**src/sv/srl_pkg.sv**
```systemverilog
// Shared types and constants for the S-record loader.
// Used by srl_front, srl_queue, srl_back and srecord_s1_loader; no dependencies.
package srl_pkg;

    // Character codes the parser recognizes
    localparam logic [7:0] CHAR_S       = 8'h53;
    localparam logic [7:0] CHAR_ONE     = 8'h31;
    localparam logic [7:0] CHAR_FIVE    = 8'h35;
    localparam logic [7:0] CHAR_NINE    = 8'h39;

    // Hex digit decode: below ALPHA_BASE subtract DIGIT_OFFSET, else ALPHA_OFFSET
    localparam logic [7:0] ALPHA_BASE   = 8'h40;
    localparam logic [7:0] DIGIT_OFFSET = 8'h30;
    localparam logic [7:0] ALPHA_OFFSET = 8'h37;

    // Count byte covers two address bytes and the checksum
    localparam logic [7:0] HEADER_BYTES = 8'd3;

    localparam logic RESULT_WRITE = 1'b0;
    localparam logic RESULT_DONE  = 1'b1;

    // Queue between classifier and parser
    localparam int QDEPTH = 2;
    localparam int QPTR_W = (QDEPTH > 1) ? $clog2(QDEPTH) : 1;
    localparam int QCNT_W = $clog2(QDEPTH + 1);

    // One classified character
    typedef struct packed {
        logic [3:0] digit;    // hex value, low 4 bits
        logic       is_s;     // record start
        logic       is_one;   // data record type
        logic       is_end;   // termination record type
    } token_t;

endpackage

```
**src/sv/srl_front.sv**
```systemverilog
// Front end of the S-record loader: takes characters and classifies them.
// Depends on srl_pkg; feeds srl_queue.
module srl_front (
    input  logic             in_valid,
    output logic             in_ready,
    input  logic [7:0]       received_char,
    input  logic             q_full,
    output logic             q_push,
    output srl_pkg::token_t  q_token
);

    logic [7:0] diff;

    always_comb
    begin
        if (received_char < srl_pkg::ALPHA_BASE)
        begin
            diff = received_char - srl_pkg::DIGIT_OFFSET;
        end
        else
        begin
            diff = received_char - srl_pkg::ALPHA_OFFSET;
        end
        q_token.digit  = diff[3:0];
        q_token.is_s   = (received_char == srl_pkg::CHAR_S);
        q_token.is_one = (received_char == srl_pkg::CHAR_ONE);
        q_token.is_end = (received_char == srl_pkg::CHAR_FIVE) ||
                         (received_char == srl_pkg::CHAR_NINE);
    end

    assign in_ready = !q_full;
    assign q_push   = in_valid && !q_full;

endmodule

```
**src/sv/srl_queue.sv**
```systemverilog
// Short token queue that decouples the classifier from the parser.
// Depends on srl_pkg.
module srl_queue (
    input  logic             clk,
    input  logic             rst_n,
    input  logic             push,
    input  srl_pkg::token_t  push_token,
    output logic             full,
    input  logic             pop,
    output logic             tok_valid,
    output srl_pkg::token_t  tok
);

    srl_pkg::token_t                 mem [srl_pkg::QDEPTH];
    logic [srl_pkg::QPTR_W-1:0]      wr_ptr_reg, wr_ptr_next;
    logic [srl_pkg::QPTR_W-1:0]      rd_ptr_reg, rd_ptr_next;
    logic [srl_pkg::QCNT_W-1:0]      count_reg, count_next;

    localparam logic [srl_pkg::QPTR_W-1:0] PTR_LAST = srl_pkg::QPTR_W'(srl_pkg::QDEPTH - 1);
    localparam logic [srl_pkg::QCNT_W-1:0] CNT_FULL = srl_pkg::QCNT_W'(srl_pkg::QDEPTH);

    assign full      = (count_reg == CNT_FULL);
    assign tok_valid = (count_reg != '0);
    assign tok       = mem[rd_ptr_reg];

    always_comb
    begin
        wr_ptr_next = wr_ptr_reg;
        rd_ptr_next = rd_ptr_reg;
        count_next  = count_reg;
        if (push)
        begin
            wr_ptr_next = (wr_ptr_reg == PTR_LAST) ? '0 : wr_ptr_reg + 1'b1;
        end
        if (pop)
        begin
            rd_ptr_next = (rd_ptr_reg == PTR_LAST) ? '0 : rd_ptr_reg + 1'b1;
        end
        if (push && !pop)
        begin
            count_next = count_reg + 1'b1;
        end
        else if (pop && !push)
        begin
            count_next = count_reg - 1'b1;
        end
    end

    always_ff @(posedge clk or negedge rst_n)
    begin
        if (!rst_n)
        begin
            wr_ptr_reg <= '0;
            rd_ptr_reg <= '0;
            count_reg  <= '0;
        end
        else
        begin
            wr_ptr_reg <= wr_ptr_next;
            rd_ptr_reg <= rd_ptr_next;
            count_reg  <= count_next;
        end
    end

    always_ff @(posedge clk)
    begin
        if (push)
        begin
            mem[wr_ptr_reg] <= push_token;
        end
    end

    a_no_push_full: assert property (@(posedge clk) disable iff (!rst_n)
        !(push && full))
        else $error("queue push while full");

    a_no_pop_empty: assert property (@(posedge clk) disable iff (!rst_n)
        pop |-> tok_valid)
        else $error("queue pop while empty");

    a_count_range: assert property (@(posedge clk) disable iff (!rst_n)
        count_reg <= CNT_FULL)
        else $error("queue count out of range");

endmodule

```
**src/sv/srl_back.sv**
```systemverilog
// Parser back end of the S-record loader: record state machine and result register.
// Depends on srl_pkg; consumes tokens from srl_queue.
module srl_back (
    input  logic             clk,
    input  logic             rst_n,
    input  logic             tok_valid,
    input  srl_pkg::token_t  tok,
    output logic             pop,
    output logic             out_valid,
    input  logic             out_ready,
    output logic             result_kind,
    output logic [15:0]      write_address,
    output logic [7:0]       write_data,
    output logic             checksum_failed
);

    typedef enum logic [2:0] {
        PH_WAIT,
        PH_TYPE,
        PH_COUNT,
        PH_ADDR,
        PH_DATA,
        PH_CHECK
    } phase_t;

    phase_t       phase_reg, phase_next;
    logic [3:0]   high_reg, high_next;
    logic         pending_reg, pending_next;
    logic         fpos_reg, fpos_next;
    logic [7:0]   remain_reg, remain_next;
    logic [15:0]  addr_reg, addr_next;
    logic [7:0]   offset_reg, offset_next;
    logic [7:0]   sum_reg, sum_next;
    logic         err_reg, err_next;

    logic         out_valid_reg, out_valid_next;
    logic         kind_reg, kind_next;
    logic [15:0]  waddr_reg, waddr_next;
    logic [7:0]   wdata_reg, wdata_next;
    logic         fail_reg, fail_next;

    logic [7:0]   byte_val;
    logic         produce;

    assign byte_val = {high_reg, tok.digit};
    assign produce  = ((phase_reg == PH_TYPE) && tok.is_end) ||
                      ((phase_reg == PH_DATA) && pending_reg);
    assign pop      = tok_valid && (!produce || !out_valid_reg || out_ready);

    always_comb
    begin
        phase_next     = phase_reg;
        high_next      = high_reg;
        pending_next   = pending_reg;
        fpos_next      = fpos_reg;
        remain_next    = remain_reg;
        addr_next      = addr_reg;
        offset_next    = offset_reg;
        sum_next       = sum_reg;
        err_next       = err_reg;
        out_valid_next = out_valid_reg;
        kind_next      = kind_reg;
        waddr_next     = waddr_reg;
        wdata_next     = wdata_reg;
        fail_next      = fail_reg;

        if (out_valid_reg && out_ready)
        begin
            out_valid_next = 1'b0;
        end

        if (pop)
        begin
            case (phase_reg)
                PH_WAIT:
                begin
                    phase_next = tok.is_s ? PH_TYPE : PH_WAIT;
                end
                PH_TYPE:
                begin
                    if (tok.is_one)
                    begin
                        phase_next   = PH_COUNT;
                        sum_next     = '0;
                        offset_next  = '0;
                        pending_next = 1'b0;
                        fpos_next    = 1'b0;
                        addr_next    = '0;
                    end
                    else if (tok.is_end)
                    begin
                        out_valid_next = 1'b1;
                        kind_next      = srl_pkg::RESULT_DONE;
                        waddr_next     = '0;
                        wdata_next     = '0;
                        fail_next      = err_reg;
                        err_next       = 1'b0;
                        phase_next     = PH_WAIT;
                    end
                    else
                    begin
                        phase_next = PH_WAIT;
                    end
                end
                PH_COUNT, PH_ADDR, PH_DATA, PH_CHECK:
                begin
                    if (!pending_reg)
                    begin
                        high_next    = tok.digit;
                        pending_next = 1'b1;
                    end
                    else
                    begin
                        pending_next = 1'b0;
                        case (phase_reg)
                            PH_COUNT:
                            begin
                                sum_next    = sum_reg + byte_val;
                                remain_next = (byte_val >= srl_pkg::HEADER_BYTES) ?
                                              byte_val - srl_pkg::HEADER_BYTES : '0;
                                fpos_next   = 1'b0;
                                phase_next  = PH_ADDR;
                            end
                            PH_ADDR:
                            begin
                                sum_next = sum_reg + byte_val;
                                if (!fpos_reg)
                                begin
                                    addr_next[15:8] = byte_val;
                                    fpos_next       = 1'b1;
                                end
                                else
                                begin
                                    addr_next[7:0] = byte_val;
                                    fpos_next      = 1'b0;
                                    phase_next     = (remain_reg != '0) ? PH_DATA : PH_CHECK;
                                end
                            end
                            PH_DATA:
                            begin
                                sum_next       = sum_reg + byte_val;
                                out_valid_next = 1'b1;
                                kind_next      = srl_pkg::RESULT_WRITE;
                                waddr_next     = addr_reg + {8'h00, offset_reg};
                                wdata_next     = byte_val;
                                fail_next      = 1'b0;
                                offset_next    = offset_reg + 8'd1;
                                remain_next    = remain_reg - 8'd1;
                                if (remain_reg == 8'd1)
                                begin
                                    phase_next = PH_CHECK;
                                end
                            end
                            default:
                            begin
                                // checksum byte: one's complement of the running sum
                                if (~sum_reg != byte_val)
                                begin
                                    err_next = 1'b1;
                                end
                                phase_next = PH_WAIT;
                            end
                        endcase
                    end
                end
                default:
                begin
                    // unused codes act as waiting for 'S'
                    phase_next = tok.is_s ? PH_TYPE : PH_WAIT;
                end
            endcase
        end
    end

    always_ff @(posedge clk or negedge rst_n)
    begin
        if (!rst_n)
        begin
            phase_reg     <= PH_WAIT;
            high_reg      <= '0;
            pending_reg   <= 1'b0;
            fpos_reg      <= 1'b0;
            remain_reg    <= '0;
            addr_reg      <= '0;
            offset_reg    <= '0;
            sum_reg       <= '0;
            err_reg       <= 1'b0;
            out_valid_reg <= 1'b0;
            kind_reg      <= 1'b0;
            waddr_reg     <= '0;
            wdata_reg     <= '0;
            fail_reg      <= 1'b0;
        end
        else
        begin
            phase_reg     <= phase_next;
            high_reg      <= high_next;
            pending_reg   <= pending_next;
            fpos_reg      <= fpos_next;
            remain_reg    <= remain_next;
            addr_reg      <= addr_next;
            offset_reg    <= offset_next;
            sum_reg       <= sum_next;
            err_reg       <= err_next;
            out_valid_reg <= out_valid_next;
            kind_reg      <= kind_next;
            waddr_reg     <= waddr_next;
            wdata_reg     <= wdata_next;
            fail_reg      <= fail_next;
        end
    end

    assign out_valid       = out_valid_reg;
    assign result_kind     = kind_reg;
    assign write_address   = waddr_reg;
    assign write_data      = wdata_reg;
    assign checksum_failed = fail_reg;

    a_data_emits_write: assert property (@(posedge clk) disable iff (!rst_n)
        (pop && (phase_reg == PH_DATA) && pending_reg) |=>
            (out_valid_reg && (kind_reg == srl_pkg::RESULT_WRITE)))
        else $error("data byte did not produce a write item");

    a_done_clears_err: assert property (@(posedge clk) disable iff (!rst_n)
        (pop && (phase_reg == PH_TYPE) && tok.is_end) |=>
            (!err_reg && out_valid_reg && (kind_reg == srl_pkg::RESULT_DONE)))
        else $error("finish item did not clear the error flag");

    a_fpos_in_addr: assert property (@(posedge clk) disable iff (!rst_n)
        fpos_reg |-> (phase_reg == PH_ADDR))
        else $error("address byte position set outside address field");

endmodule

```
**src/sv/srecord_s1_loader.sv**
```systemverilog
// Top level of the S-record loader: classifier, token queue and parser.
// Depends on srl_pkg, srl_front, srl_queue and srl_back.
//
//  channel  | signals                                         | direction
//  ---------+-------------------------------------------------+----------
//  input    | in_valid, in_ready, received_char               | in
//  output   | out_valid, out_ready, result_kind,              | out
//           | write_address, write_data, checksum_failed      |
//
// One character per cycle sustained, unless an output stall lets the queue fill.
// A result is registered at the edge its character leaves the two-entry queue,
// so a character passes a queue entry and then the result register before out_valid rises.
// Asynchronous active-low reset returns the parser to waiting for 'S'.
// An output stall holds only characters that make a result; the queue keeps
// accepting until it fills.
module srecord_s1_loader (
    input  logic        clk,
    input  logic        rst_n,
    input  logic        in_valid,
    output logic        in_ready,
    input  logic [7:0]  received_char,
    output logic        out_valid,
    input  logic        out_ready,
    output logic        result_kind,
    output logic [15:0] write_address,
    output logic [7:0]  write_data,
    output logic        checksum_failed
);

    logic             q_full;
    logic             q_push;
    srl_pkg::token_t  q_in_token;
    logic             q_pop;
    logic             q_valid;
    srl_pkg::token_t  q_out_token;

    srl_front u_front (
        .in_valid      (in_valid),
        .in_ready      (in_ready),
        .received_char (received_char),
        .q_full        (q_full),
        .q_push        (q_push),
        .q_token       (q_in_token)
    );

    srl_queue u_queue (
        .clk        (clk),
        .rst_n      (rst_n),
        .push       (q_push),
        .push_token (q_in_token),
        .full       (q_full),
        .pop        (q_pop),
        .tok_valid  (q_valid),
        .tok        (q_out_token)
    );

    srl_back u_back (
        .clk             (clk),
        .rst_n           (rst_n),
        .tok_valid       (q_valid),
        .tok             (q_out_token),
        .pop             (q_pop),
        .out_valid       (out_valid),
        .out_ready       (out_ready),
        .result_kind     (result_kind),
        .write_address   (write_address),
        .write_data      (write_data),
        .checksum_failed (checksum_failed)
    );

endmodule
```
**config.mk**
```make
export PLATFORM = sky130hd
export DESIGN_NAME = srecord_s1_loader
export DESIGN_NICKNAME = d
export VERILOG_FILES = /design/src/sv/srl_pkg.sv /design/src/sv/srl_front.sv /design/src/sv/srl_queue.sv /design/src/sv/srl_back.sv /design/src/sv/srecord_s1_loader.sv
export SDC_FILE = /design/constraint.sdc
export NUM_CORES = 1
export LEC_CHECK = 0
export BUFFER_PORTS_ARGS = -buffer_cell sky130_fd_sc_hd__buf_2
export CORE_MARGIN = 2
export CORE_UTILIZATION = 65
export CTS_CLUSTER_SIZE = 8
export DETAILED_ROUTE_END_ITERATION = 6
export GPL_TIMING_DRIVEN = 0
export PLACE_DENSITY = 0.91
export SLEW_MARGIN = 30
export SYNTH_ARGS = -nofsm -noshare
export SYNTH_HDL_FRONTEND = slang
export SYNTH_SLANG_ARGS = --single-unit
```
**constraint.sdc**
```tcl
create_clock -name clk -period 5 [get_ports clk]
set_input_delay 0.75 -clock clk [delete_from_list [all_inputs] [get_ports clk]]
set_output_delay 0.75 -clock clk [all_outputs]
set_load 0.05 [all_outputs]
```
# Word-level counts from Yosys, hierarchy flattened
# Memories as Yosys holds them, arrays and structs flattened.
# Cells that the tools add are included.
dict set report classes {
  n_eq_ne 26
  bitwise_logic 2
  addsub 11
  n_reduce_logical 34
  muxes 68
  n_lt_le_gt_ge 2
}
# cell n
set op_table {}
lappend op_table {{16-bit 2-to-1 mux} 7}
lappend op_table {{8-bit 2-to-1 mux} 12}
lappend op_table {{16-bit case mux with 2 select lines} 2}
lappend op_table {{8-bit case mux with 2 select lines} 4}
lappend op_table {{1-bit 2-to-1 mux} 27}
lappend op_table {{8-bit by 6-bit == test with 1-bit output (second input constant)} 3}
lappend op_table {{6-bit AND reduction} 3}
lappend op_table {{16-bit by 8-bit adder with 16-bit output} 1}
lappend op_table {{5-bit AND reduction} 3}
lappend op_table {{1-bit case mux with 2 select lines} 7}
lappend op_table {{2-bit by 1-bit inequality test with 1-bit output (second input constant)} 6}
lappend op_table {{2-bit inequality test (second input constant)} 5}
lappend op_table {{3-bit 2-to-1 mux} 3}
lappend op_table {{3-bit case mux with 3 select lines} 1}
lappend op_table {{8-bit by 1-bit adder with 8-bit output (second input constant)} 1}
lappend op_table {{8-bit adder} 1}
lappend op_table {{8-bit by 1-bit == test with 1-bit output (second input constant)} 1}
lappend op_table {{8-bit by 7-bit == test with 1-bit output (second input constant)} 1}
lappend op_table {{8-bit by 2-bit greater-or-equal comparator with 1-bit output (second input constant)} 1}
lappend op_table {{8-bit by 7-bit < comparator with 1-bit output (second input constant)} 1}
lappend op_table {{8-bit inequality test} 1}
lappend op_table {{8-bit inverter} 1}
lappend op_table {{4-bit AND reduction} 2}
lappend op_table {{2-bit nonzero test} 4}
lappend op_table {{26 further kinds} 45}
dict set report totals {
  output_inout_bits 28
  regBits 81
  wordCells 162
  n_memories 1
  input_bits 12
  ram_bits 14
}
# name words word_bits rd rd_ports_with_merged_regs write_ports line
set memory_table {}
lappend memory_table {u_queue.mem 2 7 1 0 1 srl_queue.sv:14} ;# srl_pkg::token_t mem [srl_pkg::QDEPTH];

# Logic depth before layout (Yosys ltp)
# Gate-level depths: netlist of the first run.
dict set report logic_depth {
  depth_word 10
  mapped_depth 10
  mapped_depth_nobuf 9
}

# Hierarchy
# A second synthesis of the first run with hierarchy kept.
dict set report hier_totals {
  cells_unflattened 521
  hier_area_um2 5381.4
}
# mod n_inst cells_each seq_area_each_um2 area_per_inst_um2
set modules_own_cells {}
lappend modules_own_cells {srl_back 1 460 1926.8 4506.8}
lappend modules_own_cells {srl_queue 1 38 520.5 701.9}
lappend modules_own_cells {srl_front 1 23 0.0 172.7}

# Least setup slack after synthesis of the first run
# OpenSTA, ideal clock, no wires.
dict set report synth_path {
  kind {reg2reg}
  start {register u_queue.rd_ptr_reg}
  end {register u_back.sum_reg[6]}
  setup_time_ps 134
  path_buffers 1
  stages_incl_launch_ff 11
  setup_slack_ps 2508
  required_time_ps 4866
  synth_period_minus_slack_ps 2492
  t_arrival_ps 2358
  cell_sequence {dfrtp_1 clkbuf_4 mux2_2 ha_1 fa_1 a21oi_1 o21ai_0 o21a_1 nor2_1 xor2_1 o31ai_1}
}
# element line
set synth_rtl {}
lappend synth_rtl {{start: declaration} srl_queue.sv:16} ;# logic [srl_pkg::QPTR_W-1:0] rd_ptr_reg, rd_ptr_next;
lappend synth_rtl {{start signal: assignment} srl_queue.sv:60} ;# rd_ptr_reg <= rd_ptr_next;
lappend synth_rtl {{end signal: assignment} srl_back.sv:203} ;# sum_reg <= sum_next;
lappend synth_rtl {{end: declaration} srl_back.sv:33} ;# logic [7:0] sum_reg, sum_next;

==> results of run 1 <==
-- through the flow --
stage / hold slack [ps] / util [%] / cell area, um^2
floorplan: 450 / - / 5280
CTS: 343 / 74.1 / 5780
finish: 315 / 74.1 / 5780
global placement: 458 / 71.7 / 5600
global route: 344 / 74.1 / 5780
detailed placement: 467 / 72.0 / 5620
-- final cells by class --
type	instances	area, um^2
sequential	95	2450
clock buffer	11	131
buffer	23	121
inverter	14	52.6
multi-input combinational	428	2660
clock inverter	5	31.3
timing repair buffer	40	218
fill	565	2020
tap	102	128
-- layer usage --
| layer | track usage [%] | vias up | routed length, um | part of all wire (%) |
|---|---|---|---|---|
| li1 | - | 2087 | - | - |
| met1 | 34.4 | 2102 | 4940 | 41 |
| met2 | 50.7 | 183 | 6030 | 50 |
| met3 | 5.46 | 30 | 749 | 6.2 |
| met4 | 12.0 | 0 | 353 | 2.9 |
| met5 | 0 | - | 0 | 0 |
-- cells in the mapped netlist, types with 10 or more instances --
master	n	area [um^2]
nand2b_1	11	68.8
edfxtp_1	14	420
nor2_1	45	169
o21ai_0	38	190
nand2_1	89	334
ha_1	23	288
xor2_1	12	105
a21oi_1	24	120
nor3_1	10	50.1
xnor2_1	20	175
clkbuf_1	10	37.5
inv_1	13	48.8
dfrtp_1	81	2030
o21ai_1	34	170
-- where the power goes --
part | total (uW) | internal (uW) | leakage (uW) | switching [uW]
Sequential | 1250 | 1050 | 0.00119 | 205
Combinational | 1880 | 633 | 0.00131 | 1240
Clock | 456 | 181 | 0.0000845 | 274
Total | 3590 | 1860 | 0.00258 | 1720
-- cells by family after synthesis --
kind of cell	after synthesis	share of synthesized area (%)
and+or+nand+nor	211	18.9
AOI/OAI and AO/OA	147	17.1
DFF	95	46.4
buffers and inverters	37	3.30
xor gates and xnor gates	32	5.31
adders and majority gates	25	6.21
muxes	13	2.82
-- worst min path at each step --
stage                               to  slack (ps)
2_1_floorplan       u_back.addr_reg[0]         450
3_3_place_gp   u_back.write_address[5]         460
3_5_place_dp   u_back.write_address[5]         470
4_1_cts        u_back.write_address[4]         340
5_1_grt        u_back.write_address[4]         340
6_report       u_back.write_address[4]         320
==> summary.md, run 1 <==
| Metric | Value |
|---|---|
| Status | completed |
| Final Skew | 14.8 ps |
| Routed Antenna Nets | 0 |
| Setup violators final | 0 |
| Post-route DRC violation count | 0 |
| Most used DFF post-synth | dfrtp_1 |
| DIE HEIGHT | roughly 94 um |
| Setup Buffers After CTS | 0 |
| Worst path slowest cell | dfrtp_1 |
| Final number of max-transition violations | 0 |
| Mapped Area | 5280 um^2 |
| Endpoint type of the worst setup path | flip-flop |
| Setup TNS | 0 ps |
| Total power | 3590 uW |
| I/O pins | 40 |
| Period minus WS final | 2860 ps |
| VDD IR max | 0.409 mV |
| Drt first pass iters | 5 |
| Most frequent cells in the layout | nand2_1 (89), dfrtp_1 (81), buf_2 (45), nor2_1 (45), o21ai_0 (38) |
| Critical-path cell list | clkbuf_4 > mux2_2 > ha_1 > fa_1 > a21oi_1 > o21ai_0 > o21a_1 > nor2_1 > xor2_1 > o31ai_1 |
| Final #Nets | roughly 650 |
| Initial antenna violation count | 0 |
| Die Span X | 94.1 um |
| Crit path to | u_back.sum_reg[6] |
| Leakage | 0.00258 uW |
| Post-synth EDFFs | 14 |
| First-pass GRT wire length | between 15,000 and 20,000 um |
| CP max stage delay | 440 ps |
| Final wirelength | between 10,000 and 15,000 um |
| Input/output buffers | 39 |
| Vias in the first global route | 4,248 |
| Place WS | about 2200 ps |
| Post-Synthesis Cells | 560 |
| Syn Area/Cell | 9.42 um^2 |
| CP Launch Type | flip-flop |
| Most common cell after layout, fill and taps aside | nand2_1 |
| Maxcap violations | 0 |
| Drt initial violations | around 230 |
| # diodes | 0 |
| CP delay by family, top | adder cells |
| Critical Path RT | about 5200 ps |
| Via count | 4,402 |
| P per Cell Area | around 620 nW/um^2 |
| Layout cell share with drive strength beyond 1 | 13.1% |
| Placer Congestion | ~0.91 |
| Initial Util | 67.6% |
| CTS tree | built |
| Pin count of the biggest net entering global routing | 46 |
| Buffers plus inverters on the worst setup path | 1 |
| Row Count | 32 |
| Latest clock arrival within the worst-skew pair | 380 ps |
| R2R depth | 10 |
| Vias per cell | 6.13 |
| Hold buffer count at cts | 0 |
| CORE AREA | between 7000 and 8000 um^2 |
| Async SR Flop Fraction | a little under nine tenths |
| Crit Path Class | reg -> reg |
| Non-filler instance count after layout | 718 |
| CTS Buffer Depth | 2 |
| Relative slew slack | between 50% and 60% |
| GRT Resource Usage Total | 28.8% |
| Synth Warn # | 0 |
| Area added between synthesis and finish | 9.63% |
| Drt wl/cell | between 15 and 20 um |
| Post-synthesis sequential area ratio | about 46% |
| Reg2Reg Capture Point | u_back.sum_reg[6] |
| Total grt overflow | 0 |
| Hpwl dp | 9010 um |
| Worst slew pin tran | 635 ps |
| Achievable frequency | 350 MHz |
| CP max FO | 10 |
| RSZ-0062 raised after global routing | no |
| Stages on the worst setup path | 10 |
| # resized after CTS | 0 |
| Clk slew on worst S/H paths | 100 ps |
| Clk root buf | clkbuf_8 |
| R2R Setup Slk | 2140 ps |
| CP Data Arrival Time | 3090 ps |
| HP Class | in -> async |
| #FFs+latches synth | 95 |
| Clk sinks | 95 |
| Tcrit/Tclk final | a little under three fifths |
| Synth unique cells | 66 |
| # placed instances | between 700 and 800 |
| Min setup slack post-route | 2140 ps |
| Final Hold Fails | 0 |
| Die area | 8850 um^2 |
| Crit path launch | u_queue.rd_ptr_reg |
| FF-to-FF Start | u_queue.rd_ptr_reg |
| Cts bufs inserted | 9 |
| H-tree depth | 3 |
| Syn_nets | 597 |
Note: power is estimated with default switching activity, not from simulation.
==> run 2: changes to the inputs <==
Settings changed: CORE_UTILIZATION 65 to 60, PLACE_DENSITY 0.91 to 0.86.
Clock period 5 ns to 2.92 ns, I/O delays scaled along.
==> run 2 against run 1 <==
Global-route usage decreased by 3.5 points. Worst hold slack worse by 310 ps. First-iteration DRC count rose by 17%. Sequential share of layout area decreased by 0.59 points. Die area rose by 8.0%. Utilization is 6.1 points lower. Final cell count rose by 0.84%. Sequential power grew 72%. Wire length shrank 1.5%. Combinational power grew 70%. Clock power is 120% higher. Largest power group unchanged.
==> summary.md, run 2 (synthesis gave the netlist of run 1 again) <==
| Metric | Value |
|---|---|
| Hold buffer count at cts | 0 (unchanged) |
| Clk network pwr share | 15.7% (was 12.7%) |
| # placed instances | 708 (was 702) |
| Setup Buffers After CTS | 0 (unchanged) |
| P per Cell Area | 1080 nW/um^2 (was 620 nW/um^2) |
| Setup TNS | 0 ps (unchanged) |
| CP delay by family, top | adder cells (unchanged) |
| Total power | 6340 uW (was 3590 uW) |
| Period minus WS final | 2720 ps (was 2860 ps) |
| HP Class | in -> async (unchanged) |
| Min setup slack post-route | 204 ps (was 2140 ps) |
| Relative slew slack | 57.5% (was 57.7%) |
| Drt wl/cell | 16.4 um (was 16.8 um) |
| Crit Path Class | reg -> reg (unchanged) |
| CP Data Arrival Time | 2960 ps (was 3090 ps) |
| Post-route DRC violation count | 0 (unchanged) |
| Status | completed (unchanged) |
| CTS Buffer Depth | 2 (unchanged) |
| H-tree depth | 3 (unchanged) |
| Non-filler instance count after layout | 724 (was 718) |
| Clk sinks | 95 (unchanged) |
| Switching Share | 46.7% (was 48.1%) |
| Initial antenna violation count | 0 (unchanged) |
| CTS tree | built (unchanged) |
| Initial Util | 61.1% (was 67.6%) |
| Area added between synthesis and finish | 11.2% (was 9.63%) |
| Sequential share of power | 33.9% (was 34.9%) |
| # diodes | 0 (unchanged) |
| Most common cell after layout, fill and taps aside | nand2_1 (unchanged) |
| Latest clock arrival within the worst-skew pair | 380 ps (about the same) |
| Final wirelength | 11,900 um (was 12,100 um) |
| CP max stage delay | 430 ps (was 440 ps) |
| Vias per cell | 6.06 (was 6.13) |
| Total grt overflow | 0 (unchanged) |
| First-pass GRT wire length | 19,400 um (was 19,800 um) |
| Comb pwr share | 50.4% (was 52.4%) |
| Clk root buf | clkbuf_8 (unchanged) |
| Die area | 9560 um^2 (was 8850 um^2) |
| Routed Antenna Nets | 0 (unchanged) |
| Placer Congestion | 0.909 (was 0.907) |
| Internal Pwr Total | 3380 uW (was 1860 uW) |
| Final #Nets | 648 (unchanged) |
| Most frequent cells in the layout | nand2_1 (89), dfrtp_1 (80), buf_2 (45), nor2_1 (45), o21ai_0 (38) (was nand2_1 (89), dfrtp_1 (81), buf_2 (45), nor2_1 (45), o21ai_0 (38)) |
| Input/output buffers | 39 (unchanged) |
| Final number of max-transition violations | 0 (unchanged) |
| Die Span X | 97.8 um (was 94.1 um) |
| Worst slew pin tran | 635 ps (about the same) |
| I/O pins | 40 (unchanged) |
| RSZ-0062 raised after global routing | no (unchanged) |
| VDD IR max | 0.653 mV (was 0.409 mV) |
| Layout cell share with drive strength beyond 1 | 13.8% (was 13.1%) |
| Drt first pass iters | 5 (unchanged) |
| Place WS | 114 ps (was 2200 ps) |
| GRT Resource Usage Total | 25.3% (was 28.8%) |
| DIE HEIGHT | 97.8 um (was 94.1 um) |
| Hpwl dp | 8750 um (was 9010 um) |
| Maxcap violations | 0 (unchanged) |
| Worst path slowest cell | fa_1 (was dfrtp_1) |
| Row Count | 34 (was 32) |
| Via count | 4,387 (was 4,402) |
| CORE AREA | 8640 um^2 (was 7810 um^2) |
| Endpoint type of the worst setup path | flip-flop (unchanged) |
| Drt initial violations | 266 (was 228) |
| CP max FO | 10 (unchanged) |
| CP Launch Type | flip-flop (unchanged) |
| Setup violators final | 0 (unchanged) |
| Final Hold Fails | 0 (unchanged) |
| Fill cells | 673 (was 565) |
| Critical-path cell list | clkbuf_4 > mux2_2 > ha_1 > fa_1 > a21oi_2 > o21ai_0 > o21a_1 > nor2_1 > xor2_1 > o31ai_1 (was clkbuf_4 > mux2_2 > ha_1 > fa_1 > a21oi_1 > o21ai_0 > o21a_1 > nor2_1 > xor2_1 > o31ai_1) |
| Pin count of the biggest net entering global routing | 48 (was 46) |
| Leakage | 0.00261 uW (was 0.00258 uW) |
| Achievable frequency | 368 MHz (was 350 MHz) |
| Buffers plus inverters on the worst setup path | 1 (unchanged) |
| Final Skew | 5.33 ps (was 14.8 ps) |
| Critical Path RT | 3160 ps (was 5230 ps) |
| Net Sw Power | 2960 uW (was 1720 uW) |
| Clk slew on worst S/H paths | 100 ps (about the same) |
| # resized after CTS | 0 (unchanged) |
| Cts bufs inserted | 9 (unchanged) |
| Vias in the first global route | 4,114 (was 4,248) |
| Tcrit/Tclk final | 93.0% (was 57.2%) |
==> run 2: cell types whose count changed in the layout (fill, tap and decap cells not counted), moves of 2 or more <==
cell	change
inv_6	+2
clkbuf_1	-2
bufinv_16	+2
inv_4	-3
==> run 2: worst paths after layout <==
check	slack [ps]	cells past startpoint	start	to
setup / recovery	200	10	u_queue.rd_ptr_reg	u_back.sum_reg[6]
hold / removal	5	1	rst_n	u_back.write_address[4]
setup reg to reg	200	10	u_queue.rd_ptr_reg	u_back.sum_reg[6]
hold reg to reg	480	2	u_back.write_address[6]	u_back.write_address[6]
max in group asynchronous	2330	2	rst_n	u_back.remain_reg[0]
min in group clk	370	3	in_valid	u_queue.wr_ptr_reg
==> run 2: per-stage QoR <==
stage / cell area (um^2) / hold slack (ps) / util, %
after floorplan: 5280 / 142 / -
after global placement: 5610 / 461 / 64.9
after detailed placement: 5640 / 428 / 65.3
after CTS: 5860 / 21.0 / 67.9
after global routing: 5870 / 44.7 / 68.0
final: 5870 / 5.29 / 68.0
==> run 2: layout make-up <==
class                           instances  area [um^2]  share of cell area [%]
Multi-Input combinational cell        428         2660                    45.3
Sequential cell                        95         2450                    41.7
Timing Repair Buffer                   40          225                    3.84
Tap cell                              108          135                    2.30
Clock buffer                            9          124                    2.11
Buffer                                 23          121                    2.07
Clock inverter                          7          104                    1.77
Inverter                               14         52.6                   0.895
==> run 2: routing by layer <==
layer | GRT usage (%) | vias up | wire (um)
li1 | - | 2087 | -
met2 | 44.4 | 151 | 6050
met4 | 9.94 | 0 | 285
met3 | 4.15 | 27 | 565
met1 | 31.5 | 2122 | 4990
met5 | 0 | - | 0
==> run 2: power by group through the flow <==
stage / sequential, uW / clock, uW / combinational (uW)
final: 2150 / 997 / 3190
after global routing: 2200 / 1060 / 3470
after CTS: 2140 / 1000 / 3160
after detailed placement: 2160 / 0 / 3130
after global placement: 2130 / 0 / 3020
after floorplan: 2490 / 0 / 2010
